[src/rtl/lpvi_pkg.sv]
// Shared types and codes for the log-pressure vertical interpolator.
// Used by lpvi_front, lpvi_back and the top level; depends on nothing.
package lpvi_pkg;

    localparam logic [1:0] KIND_LOAD_P = 2'd0;
    localparam logic [1:0] KIND_LOAD_V = 2'd1;
    localparam logic [1:0] KIND_QUERY  = 2'd2;

    localparam int IDX_W  = 5;
    localparam int PRES_W = 17;
    localparam int LN_W   = 21;
    localparam int VAL_W  = 32;
    localparam int QDEPTH = 2;

    typedef enum logic [1:0] {
        OP_LOAD_P,
        OP_LOAD_V,
        OP_QUERY
    } t_op;

    typedef struct packed {
        t_op                       op;
        logic [IDX_W-1:0]          idx;
        logic [PRES_W-1:0]         pres;
        logic [LN_W-1:0]           lnp;
        logic signed [VAL_W-1:0]   val;
    } t_item;

    typedef struct packed {
        logic  valid;
        t_item item;
    } t_qhs;

endpackage

[src/rtl/lpvi_front.sv]
// Front end: accepts input items, drops ignored ones, takes the log of the
// pressure and holds the work in a short queue. Depends on lpvi_pkg.
module lpvi_front #(
    parameter int MAX_LEVELS = 32
) (
    input  logic                        i_clk,
    input  logic                        i_rst_n,
    input  logic                        push,
    output logic                        full,
    input  logic [1:0]                  i_kind,
    input  logic [lpvi_pkg::IDX_W-1:0]  i_level_index,
    input  logic [lpvi_pkg::PRES_W-1:0] i_pressure,
    input  logic signed [lpvi_pkg::VAL_W-1:0] i_source_value,
    output lpvi_pkg::t_qhs              o_req,
    input  logic                        i_take
);
    import lpvi_pkg::*;

    localparam logic [15:0] LN_TAB [17] = '{
        16'd0, 16'd3973, 16'd7719, 16'd11262, 16'd14624, 16'd17821, 16'd20870,
        16'd23783, 16'd26573, 16'd29248, 16'd31818, 16'd34292, 16'd36675,
        16'd38975, 16'd41196, 16'd43345, 16'd45426
    };
    localparam logic [15:0] LN2_Q16 = 16'd45426;
    localparam int PW = $clog2(QDEPTH);
    localparam int CNTW = $clog2(QDEPTH + 1);

    // Table-based natural log, Q5.16.
    function automatic logic [LN_W-1:0] ln_q16(input logic [PRES_W-1:0] p);
        logic [4:0]  e;
        logic [32:0] sh;
        logic [15:0] f;
        logic [4:0]  k;
        logic [11:0] r;
        logic [15:0] lo;
        logic [15:0] hi;
        logic [23:0] prod;
        logic [23:0] acc;
        e = '0;
        for (int i = 1; i < PRES_W; i++) begin
            if (p[i]) e = 5'(i);
        end
        sh   = 33'(p) << (5'd16 - e);
        f    = sh[15:0];
        k    = {1'b0, f[15:12]};
        r    = f[11:0];
        lo   = LN_TAB[k];
        hi   = LN_TAB[k + 5'd1];
        prod = 24'(hi - lo) * 24'(r) + 24'd2048;
        acc  = 24'(e) * 24'(LN2_Q16) + 24'(lo) + 24'(prod[23:12]);
        if (p == '0) acc = '0;
        return acc[LN_W-1:0];
    endfunction

    t_item            r_mem [QDEPTH];
    logic [PW-1:0]    r_wp;
    logic [PW-1:0]    r_rp;
    logic [CNTW-1:0]  r_cnt;
    logic             keep;
    logic             enq;
    logic             deq;
    t_item            item;

    always_comb begin
        item.idx  = i_level_index;
        item.pres = i_pressure;
        item.lnp  = ln_q16(i_pressure);
        item.val  = i_source_value;
        item.op   = OP_QUERY;
        keep      = 1'b0;
        unique case (i_kind)
            KIND_LOAD_P: begin
                item.op = OP_LOAD_P;
                keep    = int'(i_level_index) < MAX_LEVELS;
            end
            KIND_LOAD_V: begin
                item.op = OP_LOAD_V;
                keep    = int'(i_level_index) < MAX_LEVELS;
            end
            KIND_QUERY: begin
                item.op = OP_QUERY;
                keep    = 1'b1;
            end
            default: keep = 1'b0;
        endcase
    end

    assign full        = r_cnt == CNTW'(QDEPTH);
    assign enq         = push && !full && keep;
    assign deq         = o_req.valid && i_take;
    assign o_req.valid = r_cnt != '0;
    assign o_req.item  = r_mem[r_rp];

    always_ff @(posedge i_clk) begin
        if (enq) r_mem[r_wp] <= item;
    end

    always_ff @(posedge i_clk) begin
        if (!i_rst_n) begin
            r_wp  <= '0;
            r_rp  <= '0;
            r_cnt <= '0;
        end else begin
            if (enq) r_wp <= r_wp + PW'(1);
            if (deq) r_rp <= r_rp + PW'(1);
            r_cnt <= r_cnt + CNTW'(enq) - CNTW'(deq);
        end
    end

endmodule

[config.mk]
export PLATFORM = sky130hd
export DESIGN_NAME = lpvi_front
export DESIGN_NICKNAME = d
export VERILOG_FILES = /design/src/rtl/lpvi_pkg.sv /design/src/rtl/lpvi_front.sv
export SDC_FILE = /design/constraint.sdc
export NUM_CORES = 1
export LEC_CHECK = 0
export BUFFER_PORTS_ARGS = -buffer_cell sky130_fd_sc_hd__buf_2
export CAP_MARGIN = 10
export CORE_ASPECT_RATIO = 0.7
export CORE_MARGIN = 2
export CORE_UTILIZATION = 32
export CTS_BUF_LIST = sky130_fd_sc_hd__clkbuf_8
export CTS_CLUSTER_DIAMETER = 50
export DETAILED_ROUTE_END_ITERATION = 7
export GPL_ROUTABILITY_DRIVEN = 0
export MAX_ROUTING_LAYER = met4
export PLACE_DENSITY = 0.48
export SLEW_MARGIN = 20
export SYNTH_ARGS = -nofsm -noshare
export SYNTH_HDL_FRONTEND = slang
export SYNTH_SLANG_ARGS = --single-unit
[constraint.sdc]
create_clock -name i_clk -period 17.5 [get_ports i_clk]
set_input_delay 0.875 -clock i_clk [delete_from_list [all_inputs] [get_ports i_clk]]
set_output_delay 0.875 -clock i_clk [all_outputs]
set_load 0.01 [all_outputs]
==> run_results.csv <==
group,metric,value,unit
logic_synthesis,post_synth_inst_count,1666,
worst_setup_path,worst-r2r-setup-slack,15010,ps
die,die_outline_height,197,µm
logic_synthesis,synthDistinctLibCells,102,
hold_path,hold_class,"register to register",
worst_setup_path,timing.critical_path.slowest_stage_cell,"a2111oi_1",
clock_network,cts_made_buffers,17,
drt,route.antenna.remaining_nets,0,
clock_network,cts_tree,"yes",
logic_synthesis,synth.largest_area_cell,"edfxtp_1",
worst_setup_path,critical_path_required,17680,ps
logic_synthesis,asyncSetResetFlopFracSynth,0,%
logic_synthesis,most_used_dff_post_synth,"edfxtp_1",
logic_synthesis,syn-cell-area,0.0170,mm²
finish,final_layout_size_suffix_gt1_share,19.4,%
global_route,grt_pass1_vias,12700,
outcome,status,"finished, final reports clean",
die,fp.dieW,280,µm
global_route,grt_first_pass_wirelength,75700,µm
clock_network,holdBufCountCts,0,
logic_synthesis,synth_seq_area_share,27.7,%
logic_synthesis,synth-edff-count,154,
worst_setup_path,cp_startpoint_kind,"input port",
worst_setup_path,timing_worst_setup_path_type,"input port to register",
clock_network,ctsRootBufferMaster,"clkbuf_8",
drt,drtPass1Iterations,6,
logic_synthesis,seq_cells_post_synth,159,
sta,post-route-min-period,16440,ps
logic_synthesis,synth.top_cell.area_share,27.1,%
logic_synthesis,nets_in_the_synthesized_netlist,2041,
placement,post-dp-hpwl,38800,µm
sta,slew-limit-headroom,31.9,%
sta,final.setup.worst_slack,1060,ps
die,num_io_pins,139,
clock_network,clock_insertion_delay_worst_skew,440,ps
clock_network,h_tree_lvls,4,
sta,report.final.setup_viol,0,
sta,timing.final.max_slew_violations,0,
hold_path,holdCritStartpoint,"r_rp",
worst_setup_path,cp_max_fo,20,
sta,setup_total_negative_slack,0,ps
drt,routed_wirelength,48500,µm
sta,unrepaired_setup_endpoints_after_global_routing,"false",
worst_setup_path,critical_path_arrival,16620,ps
drt,detailed_route_via_count,12700,
logic_synthesis,ys_top_cells_by_count,"inv_1, fa_1, nor2_1, nand2_1, edfxtp_1",
finish,final_core_util,36.0,%
clock_network,cts.sinks,159,
die,rows,70,
drt,avgRoutedWirePerCell,19.5,µm
drt,route.detailed.drc,0,
drt,drt_iter0_markers,1066,
sta,timing_worst_slew_pin_value,1010,ps
clock_network,cts_max_path_buffers,2,
placement,io_buffers,138,
logic_synthesis,synth.avg_cell_area,10.2,µm²
sta,max_freq,60.8,MHz
worst_setup_path,start_of_the_worst_register_to_register_path,"r_cnt[1]",
global_route,globalRoute.totalOverflow,0,
finish,final_net_count,2164,
global_route,grt_start_max_net_pins,66,
sta,final_hold_viol_count,0,
hold_path,timing.hold.worst_path_depth,2,
clock_network,cts.clk_slew.worst_paths,80,ps
die,floorplan.initialDensity,32.5,%
placement,pre_cts_ws,288,ps
logic_synthesis,synth.top_cells.by_area,"edfxtp_1, fa_1, ha_1, mux2_2, inv_1",
global_route,gr-usage-all-layers,18.3,%
logic_synthesis,most_instantiated_library_cell_after_synthesis,"inv_1",
worst_setup_path,worst_r2r_path_depth,5,
clock_network,postCtsResizedCells,0,
worst_setup_path,worst_reg2reg_path_endpoint,"r_mem[0][57]",
worst_setup_path,crit_path_max_incr_delay,540,ps
drt,detail_route.vias_per_cell,5.10,
finish,area_growth_syn_to_layout,10.8,%
sta,min_period_over_period,94.0,%
logic_synthesis,yosysWarnings,0,
global_route,antenna_found_initial,0,
job,maximum_capacitance_violations,0,
die,die_area,0.0552,mm²
die,floorplan.core_area,0.0525,mm²
worst_setup_path,end_kind,"register",
clock_network,cts.repair_timing.setup_buffer_count,0,
finish,number_of_antenna_diodes,0,
sta,timing.clock.skew,13.3,ps
worst max path at each step:
stage             startpoint      endpoint  slack (ps)  cells past startpoint
2_1_floorplan  i_pressure[2]  r_mem[0][50]        2920                     59
3_3_place_gp   i_pressure[3]  r_mem[0][50]         750                     61
3_5_place_dp   i_pressure[2]  r_mem[0][50]         290                     58
4_1_cts        i_pressure[2]  r_mem[1][50]         690                     58
5_1_grt        i_pressure[3]  r_mem[1][50]          30                     61
6_report       i_pressure[2]  r_mem[0][50]        1060                     61
layer usage:
| layer | vias to the layer above | part of all wire [%] | GRT usage (%) |
|---|---|---|---|
| met5 | - | 0 | - |
| met4 | 0 | 0.67 | 2.26 |
| li1 | 5920 | - | - |
| met3 | 33 | 6.0 | 2.74 |
| met2 | 401 | 41 | 25.7 |
| met1 | 6326 | 52 | 28.4 |
through the flow:
| stage | std cells | cell area, µm² | hold WS [ps] |
|---|---|---|---|
| 5_1_grt | 2485 | 18900 | 576 |
| 3_5_place_dp | 2452 | 18500 | 540 |
| 3_3_place_gp | 2452 | 18500 | 521 |
| 4_1_cts | 2483 | 18800 | 560 |
| 2_1_floorplan | 1666 | 17000 | 504 |
| 6_report | 2485 | 18900 | 553 |
cell families after synthesis:
logic type      Yosys count  share of synthesized area (%)
buf+inv                 271                           6.39
xor+xnor                 73                           3.83
mux                     100                           7.20
flops                   159                           27.7
compound gates          255                           10.8
simple gates            491                           13.3
fa+ha+maj               315                           30.7
other cells               2                         0.0441
area by class of cell:
| class | count | area, µm² |
|---|---|---|
| Clock buffer | 17 | 234 |
| Clock inverter | 14 | 77.6 |
| Fill cell | 5379 | 33600 |
| Inverter | 208 | 787 |
| Multi-Input combinational cell | 1237 | 11300 |
| Sequential cell | 159 | 4730 |
| Tap cell | 684 | 856 |
| Timing Repair Buffer | 166 | 905 |
worst max-delay path: cells and delay by family:
kind	cells	cell delay, ps
AOI/OAI and AO/OA	25	5780
xor gates and xnor gates	2	730
adders and majority gates	13	5180
buffers and inverters	6	1090
muxes	1	340
and+or+nand+nor	14	2560
cells in the final DEF (no fill, tap or decap), drive strengths merged, types with 4 or more instances in the layout:
cell,count
inv,209
fa,173
buf,166
nor2,164
nand2,160
edfxtp,154
ha,142
mux2,85
a21oi,66
xnor2,54
o21ai,44
nor3,33
nand3,28
nor2b,19
and3,18
xor2,18
or2,18
a21o,17
clkbuf,17
and2,17
a211oi,17
nand2b,14
o21bai,13
clkinv,11
o21a,10
mux4,9
o31ai,9
or3,7
o211ai,7
mux2i,6
a31oi,5
a311oi,5
o211a,5
a211o,5
o22ai,5
dfxtp,5
a21boi,5
nor4,4
sequential cells by signal, summed over array words and instances, names as in the netlist, named ones only:
signal	flops
r_wp	1
r_cnt	2
r_mem	154
r_rp	1
Power is not shown: default switching activity piles up to over one toggle a cycle in this logic, so the estimate is an artifact.
