## src/rtl/lpvi_pkg.sv

```systemverilog
// Shared types and codes for the log-pressure vertical interpolator.
// Used by lpvi_front, lpvi_back and the top level; depends on nothing.
package lpvi_pkg;

    localparam logic [1:0] KIND_LOAD_P = 2'd0;
    localparam logic [1:0] KIND_LOAD_V = 2'd1;
    localparam logic [1:0] KIND_QUERY  = 2'd2;

    localparam int IDX_W  = 5;
    localparam int PRES_W = 17;
    localparam int LN_W   = 21;
    localparam int VAL_W  = 32;
    localparam int QDEPTH = 2;

    typedef enum logic [1:0] {
        OP_LOAD_P,
        OP_LOAD_V,
        OP_QUERY
    } t_op;

    typedef struct packed {
        t_op                       op;
        logic [IDX_W-1:0]          idx;
        logic [PRES_W-1:0]         pres;
        logic [LN_W-1:0]           lnp;
        logic signed [VAL_W-1:0]   val;
    } t_item;

    typedef struct packed {
        logic  valid;
        t_item item;
    } t_qhs;

endpackage

```

## src/rtl/lpvi_back.sv

```systemverilog
// Back end: level tables, bracket search, product, serial divider and the
// result register. Depends on lpvi_pkg.
module lpvi_back #(
    parameter int MAX_LEVELS = 32
) (
    input  logic                                  i_clk,
    input  logic                                  i_rst_n,
    input  logic [$clog2(MAX_LEVELS+1)-1:0]       i_n_levels,
    input  lpvi_pkg::t_qhs                        i_req,
    output logic                                  o_take,
    output logic                                  empty,
    input  logic                                  pop,
    output logic [lpvi_pkg::IDX_W-1:0]            o_height_index,
    output logic signed [lpvi_pkg::VAL_W-1:0]     o_interpolated_value,
    output logic                                  o_degenerate
);
    import lpvi_pkg::*;

    localparam int AW  = $clog2(MAX_LEVELS);
    localparam int CW  = $clog2(MAX_LEVELS + 1);
    localparam int DLW = LN_W + 1;
    localparam int DVW = VAL_W + 1;
    localparam int PRW = DLW + DVW;
    localparam int RW  = PRW + 2;
    localparam int DCW = $clog2(PRW + 1);

    typedef enum logic [3:0] {
        S_IDLE, S_PRIME, S_SCAN, S_WA, S_GA, S_GB, S_MUL, S_PREP, S_DIV, S_FIN
    } t_state;

    logic [LN_W-1:0]          m_ln [MAX_LEVELS];
    logic [PRES_W-1:0]        m_pr [MAX_LEVELS];
    logic [VAL_W-1:0]         m_cv [MAX_LEVELS];
    logic [LN_W-1:0]          r_q_ln;
    logic [PRES_W-1:0]        r_q_pr;
    logic [VAL_W-1:0]         r_q_cv;

    t_state                   r_state;
    logic [AW-1:0]            r_addr;
    logic [AW-1:0]            r_k;
    logic [AW-1:0]            r_b;
    logic [PRES_W-1:0]        r_p;
    logic [LN_W-1:0]          r_lq;
    logic [LN_W-1:0]          r_la;
    logic [IDX_W-1:0]         r_hidx;
    logic signed [VAL_W-1:0]  r_va;
    logic signed [DLW-1:0]    r_dl;
    logic signed [DVW-1:0]    r_dv;
    logic signed [DLW-1:0]    r_den;
    logic signed [PRW-1:0]    r_prod;
    logic [PRW-1:0]           r_num;
    logic [DLW-1:0]           r_rem;
    logic [DLW-1:0]           r_dmag;
    logic                     r_neg;
    logic [DCW-1:0]           r_cnt;
    logic                     r_ovalid;
    logic [IDX_W-1:0]         r_oidx;
    logic signed [VAL_W-1:0]  r_oval;
    logic                     r_odeg;

    logic                     wr_lp;
    logic                     wr_cv;
    logic [AW-1:0]            wa;
    logic [DLW:0]             rem_sh;
    logic signed [RW-1:0]     q_s;
    logic signed [RW-1:0]     res;
    logic signed [VAL_W-1:0]  res_sat;

    assign o_take = r_state == S_IDLE;
    assign wa     = AW'(i_req.item.idx);
    assign wr_lp  = o_take && i_req.valid && i_req.item.op == OP_LOAD_P;
    assign wr_cv  = o_take && i_req.valid && i_req.item.op == OP_LOAD_V;

    always_ff @(posedge i_clk) begin
        if (wr_lp) begin
            m_ln[wa] <= i_req.item.lnp;
            m_pr[wa] <= i_req.item.pres;
        end
        if (wr_cv) m_cv[wa] <= i_req.item.val;
        r_q_ln <= m_ln[r_addr];
        r_q_pr <= m_pr[r_addr];
        r_q_cv <= m_cv[r_addr];
    end

    always_comb begin
        rem_sh = {r_rem, r_num[PRW-1]};
        q_s    = r_neg ? -$signed({2'b00, r_num}) : $signed({2'b00, r_num});
        res    = RW'(r_va) - q_s;
        if (r_den == '0) begin
            res_sat = r_va;
        end else if (res > RW'(signed'(32'sh7FFFFFFF))) begin
            res_sat = 32'sh7FFFFFFF;
        end else if (res < RW'(signed'(32'sh80000000))) begin
            res_sat = 32'sh80000000;
        end else begin
            res_sat = res[VAL_W-1:0];
        end
    end

    always_ff @(posedge i_clk) begin
        if (!i_rst_n) begin
            r_state  <= S_IDLE;
            r_ovalid <= 1'b0;
        end else begin
            if (r_ovalid && pop) r_ovalid <= 1'b0;
            unique case (r_state)
                S_IDLE: begin
                    if (i_req.valid && i_req.item.op == OP_QUERY) begin
                        r_p     <= i_req.item.pres;
                        r_lq    <= i_req.item.lnp;
                        r_hidx  <= i_req.item.idx;
                        r_addr  <= '0;
                        r_k     <= '0;
                        r_state <= S_PRIME;
                    end
                end
                S_PRIME: begin
                    r_addr  <= r_addr + AW'(1);
                    r_state <= S_SCAN;
                end
                S_SCAN: begin
                    if (r_q_pr <= r_p) begin
                        r_addr  <= r_k;
                        r_b     <= (r_k == '0) ? AW'(1) : r_k - AW'(1);
                        r_state <= S_WA;
                    end else if (CW'(r_k) == i_n_levels - CW'(1)) begin
                        r_addr  <= r_k;
                        r_b     <= r_k - AW'(1);
                        r_state <= S_WA;
                    end else begin
                        r_k    <= r_k + AW'(1);
                        r_addr <= r_addr + AW'(1);
                    end
                end
                S_WA: begin
                    r_addr  <= r_b;
                    r_state <= S_GA;
                end
                S_GA: begin
                    r_la    <= r_q_ln;
                    r_va    <= r_q_cv;
                    r_state <= S_GB;
                end
                S_GB: begin
                    r_dl    <= $signed({1'b0, r_la}) - $signed({1'b0, r_lq});
                    r_dv    <= DVW'(r_va) - DVW'($signed(r_q_cv));
                    r_den   <= $signed({1'b0, r_la}) - $signed({1'b0, r_q_ln});
                    r_state <= S_MUL;
                end
                S_MUL: begin
                    r_prod  <= r_dl * r_dv;
                    r_state <= S_PREP;
                end
                S_PREP: begin
                    r_num   <= r_prod[PRW-1] ? PRW'(-r_prod) : PRW'(r_prod);
                    r_dmag  <= r_den[DLW-1] ? DLW'(-r_den) : DLW'(r_den);
                    r_neg   <= r_prod[PRW-1] ^ r_den[DLW-1];
                    r_rem   <= '0;
                    r_cnt   <= DCW'(PRW);
                    r_state <= (r_den == '0) ? S_FIN : S_DIV;
                end
                S_DIV: begin
                    // One restoring step per cycle; quotient bits shift into r_num.
                    if (rem_sh >= {1'b0, r_dmag}) begin
                        r_rem <= DLW'(rem_sh - {1'b0, r_dmag});
                        r_num <= {r_num[PRW-2:0], 1'b1};
                    end else begin
                        r_rem <= rem_sh[DLW-1:0];
                        r_num <= {r_num[PRW-2:0], 1'b0};
                    end
                    r_cnt <= r_cnt - DCW'(1);
                    if (r_cnt == DCW'(1)) r_state <= S_FIN;
                end
                S_FIN: begin
                    if (!r_ovalid) begin
                        r_ovalid <= 1'b1;
                        r_oidx   <= r_hidx;
                        r_oval   <= res_sat;
                        r_odeg   <= r_den == '0;
                        r_state  <= S_IDLE;
                    end
                end
                default: r_state <= S_IDLE;
            endcase
        end
    end

    assign empty                = !r_ovalid;
    assign o_height_index       = r_oidx;
    assign o_interpolated_value = r_oval;
    assign o_degenerate         = r_odeg;

    a_div_nonzero: assert property (@(posedge i_clk) disable iff (!i_rst_n)
        r_state == S_DIV |-> r_dmag != '0)
        else $error("divider running with a zero divisor");
    a_scan_range: assert property (@(posedge i_clk) disable iff (!i_rst_n)
        r_state == S_SCAN |-> CW'(r_k) < i_n_levels)
        else $error("bracket search ran past the levels in use");
    a_result_src: assert property (@(posedge i_clk) disable iff (!i_rst_n)
        $rose(r_ovalid) |-> $past(r_state == S_FIN))
        else $error("result appeared outside the finish step");

endmodule

```

## config.mk

```make
export PLATFORM = sky130hd
export DESIGN_NAME = lpvi_back
export DESIGN_NICKNAME = d
export VERILOG_FILES = /design/src/rtl/lpvi_pkg.sv /design/src/rtl/lpvi_back.sv
export SDC_FILE = /design/constraint.sdc
export NUM_CORES = 2
export LEC_CHECK = 0
export BUFFER_PORTS_ARGS = -buffer_cell sky130_fd_sc_hd__buf_2
export CAP_MARGIN = 10
export CORE_MARGIN = 2
export CORE_UTILIZATION = 45
export CTS_CLUSTER_SIZE = 40
export DETAILED_ROUTE_END_ITERATION = 8
export PLACE_DENSITY = 0.71
export SLEW_MARGIN = 10
export SYNTH_ARGS = -nofsm -noshare
export SYNTH_HDL_FRONTEND = slang
export SYNTH_SLANG_ARGS = --single-unit
```

## constraint.sdc

```tcl
create_clock -name i_clk -period 8.4 [get_ports i_clk]
set_input_delay 0.42 -clock i_clk [delete_from_list [all_inputs] [get_ports i_clk]]
set_output_delay 0.42 -clock i_clk [all_outputs]
set_load 0.02 [all_outputs]
```

==> results by group <==
Status
  • Status: finished clean

Timing
  • Period Utilization, post-route: 0.9446
  • Max Freq: 126.0 MHz
  • Slew @ Worst Pin: 1.369 ns
  • Slew HR: 0.07767
  • Setup TNS: 0 ns
  • Final hold violation count: 0
  • RSZ-0062 raised after global routing: false
  • Max Slew Vio Count: 0
  • Clock Skew: 0.1121 ns
  • Post-layout minimum cycle time: 7.935 ns
  • Hold Slack: 0.03786 ns
  • # setup viols final: 0

GRT
  • Total global-route track usage: 0.2357
  • Number of global-route vias before repair: 82.58k
  • Initial antenna violation count: 41
  • First-pass GRT wire length: 541500 µm
  • Global route total overflow: 0
  • Largest net degree at the start of global routing: 119

Worst setup path
  • Worst EP arrival: 8.63 ns
  • Crit start category: register
  • Worst path slowest cell: edfxtp_1
  • Worst Path Max Fanout: 12
  • Worst Path Required: 9.10 ns
  • Worst setup EP type: register
  • Family with the most delay on the worst path: adder cells
  • Worst path bufs/invs: 6
  • CP max stage delay: 0.63 ns
  • Most used cell, CP: fa_1
  • CP Class: register to register

Route
  • Drt drc: 0
  • Drt total wl: 366300 µm
  • Via-per-instance ratio: 5.915
  • Drt wl/cell: 26.79 µm
  • Initial DRC count: 8866
  • DRT Pass-1 Iters: 6
  • Antenna-violating nets left: 0
  • Vias post-DR: 80.87k

Synthesis
  • Syn Inst Count: 9240
  • Ys async rst share: 0
  • Post-synthesis sequential area ratio: 0.5859
  • Distinct cells, synth: 94
  • Syn_nets: 10.39k
  • Mapped cell area: 0.1372 mm²
  • Main synth FF type: edfxtp_1
  • EDFF count, synth: 2627
  • Yosys reg bits: 2702
  • Yosys warnings: 0
  • Synthesized area per cell: 14.85 µm²

Clocking
  • Clock transition at path regs: 0.07 ns
  • Total CTS buffers: 282
  • Clock H-tree levels: 5
  • CTS root buf: clkbuf_16
  • Clock buffer depth: 4
  • Worst skew pair latency: 0.95 ns
  • CTS tree: built
  • Sink Count: 2702

Placed design
  • PortBufs: 126
  • Hpwl dp: 224000 µm
  • Cell area after placement: 0.1434 mm²
  • Placer Congestion: 0.9428

Job
  • Max cap viols: 0

Pwr
  • VDD IR max: 0.4113 mV
  • Power per cell area: 293.3 mW/mm²
  • Tot Pwr: 44840 µW
  • Lkg Pwr: 0.05552 µW

Floorplanning
  • Die area: 0.3093 mm²
  • I/O pin total: 127
  • Core area: 0.3030 mm²
  • Die Y: 556.2 µm
  • Initial Util: 0.4528
  • Row count: 202
  • Die W: 556.2 µm

Cells and area
  • Synth-to-Final Area Change: 11.45%
  • Layout Nets: 10.61k
  • Share of cells above drive strength 1: 0.1371
  • Post-layout util: 0.5046
  • Commonest non-fill, non-tap cell in the layout: edfxtp_1
  • Reg area: 0.08039 mm²
  • Design area: 0.1529 mm²
  • Most frequent cells in the layout: edfxtp_1, inv_1, nand2_1
  • Count of filler cells inserted in the layout: 24.42k
  • Area of the multi-input gates: 0.05235 mm²

Hold path
  • Hold/Removal Path Class: input pin to register
## sequential cells by signal, summed over array words and instances, names as in the netlist, 21 cells and up
register	flops
m_ln	672
m_cv	1024
r_la	21
r_prod	55
r_dl	22
r_q_cv	32
r_va	32
r_dmag	22
r_q_ln	21
r_num	55
r_rem	22
m_pr	544
r_dv	33
o_interpolated_value	32
r_den	22
r_lq	21
## synth_stat cells (78+ instances only)
cell type / n / share of area
edfxtp_1: 2627 / 0.57
inv_1: 905 / 0.025
nand2_1: 803 / 0.022
fa_1: 726 / 0.11
mux4_2: 433 / 0.071
mux2i_1: 353 / 0.026
clkbuf_1: 349 / 0.0095
ha_1: 335 / 0.031
and2_1: 315 / 0.014
nor2_1: 296 / 0.0081
o21ai_0: 294 / 0.011
a21oi_1: 242 / 0.0088
o221ai_1: 214 / 0.014
xnor2_1: 167 / 0.011
xor2_1: 143 / 0.0091
a21o_1: 93 / 0.0051
buf_1: 78 / 0.0021
## area by class of cell
| cell class | count | share of cell area |
|---|---|---|
| diodes | 14 | 0.0002291 |
| clock buffers | 348 | 0.04864 |
| clock inverters | 154 | 0.01006 |
| inverters | 907 | 0.02230 |
| multi-input cells | 5197 | 0.3424 |
| flip-flops and latches | 2702 | 0.5257 |
| well taps | 3978 | 0.03255 |
| repair buffers | 372 | 0.01816 |
## final timing paths
path	start	endpoint	slack [ns]	cells past startpoint
min	i_req[16]	m_cv[21][16]$_DFFE_PP_	0.04	1
min reg2reg	r_q_ln[19]$_DFF_P_	r_la[19]$_DFFE_PP_	0.41	0
max	r_dv[4]$_DFFE_PP_	r_prod[48]$_DFFE_PP_	0.47	27
max reg2reg	r_dv[4]$_DFFE_PP_	r_prod[48]$_DFFE_PP_	0.47	27
## per-stage QoR
stage	worst slack, ns	instances
finish	0.4653	13672
global route	0.001268	13664
CTS	0.009779	13657
detailed placement	0.05661	13110
global placement	0.1415	13110
floorplan	0.6516	9240
## what timing repair did
| item | 4_1_cts | 5_1_grt |
|---|---|---|
| resized for setup | 0 | 4 |
| setup buffers | 0 | 1 |
| endpoints found under the setup margin | 0 | 7 |
| hold buffers | 45 | 0 |
| endpoints found under the hold margin | 610 | 0 |
## cell families (layout without fill, tap and decap cells)
logic type,Yosys count,in the layout,synth area share
buffers and inverters,1341,1781,0.03689
adders and majority gates,1061,1061,0.1365
AOI/OAI and AO/OA,1218,1218,0.06032
and+or+nand+nor,1806,1806,0.06238
DFF,2702,2702,0.5859
other,0,14,0
xor gates and xnor gates,311,311,0.01999
muxes,801,801,0.09806
## power breakdown
group	leakage [µW]	internal, µW	total [µW]	switching (µW)
logic	0.0269	6850	16700	9830
clock network	0.00436	6830	12200	5390
registers	0.0243	15700	15900	258
total	0.0555	29400	44800	15500
## metal layers
layer  GRT usage  routed length (µm)
met2      0.3923              179300
met3     0.04376               33060
met1      0.3065              138400
met4     0.09105               15380
met5           0                 207
Power figures use the tool's default switching activity.
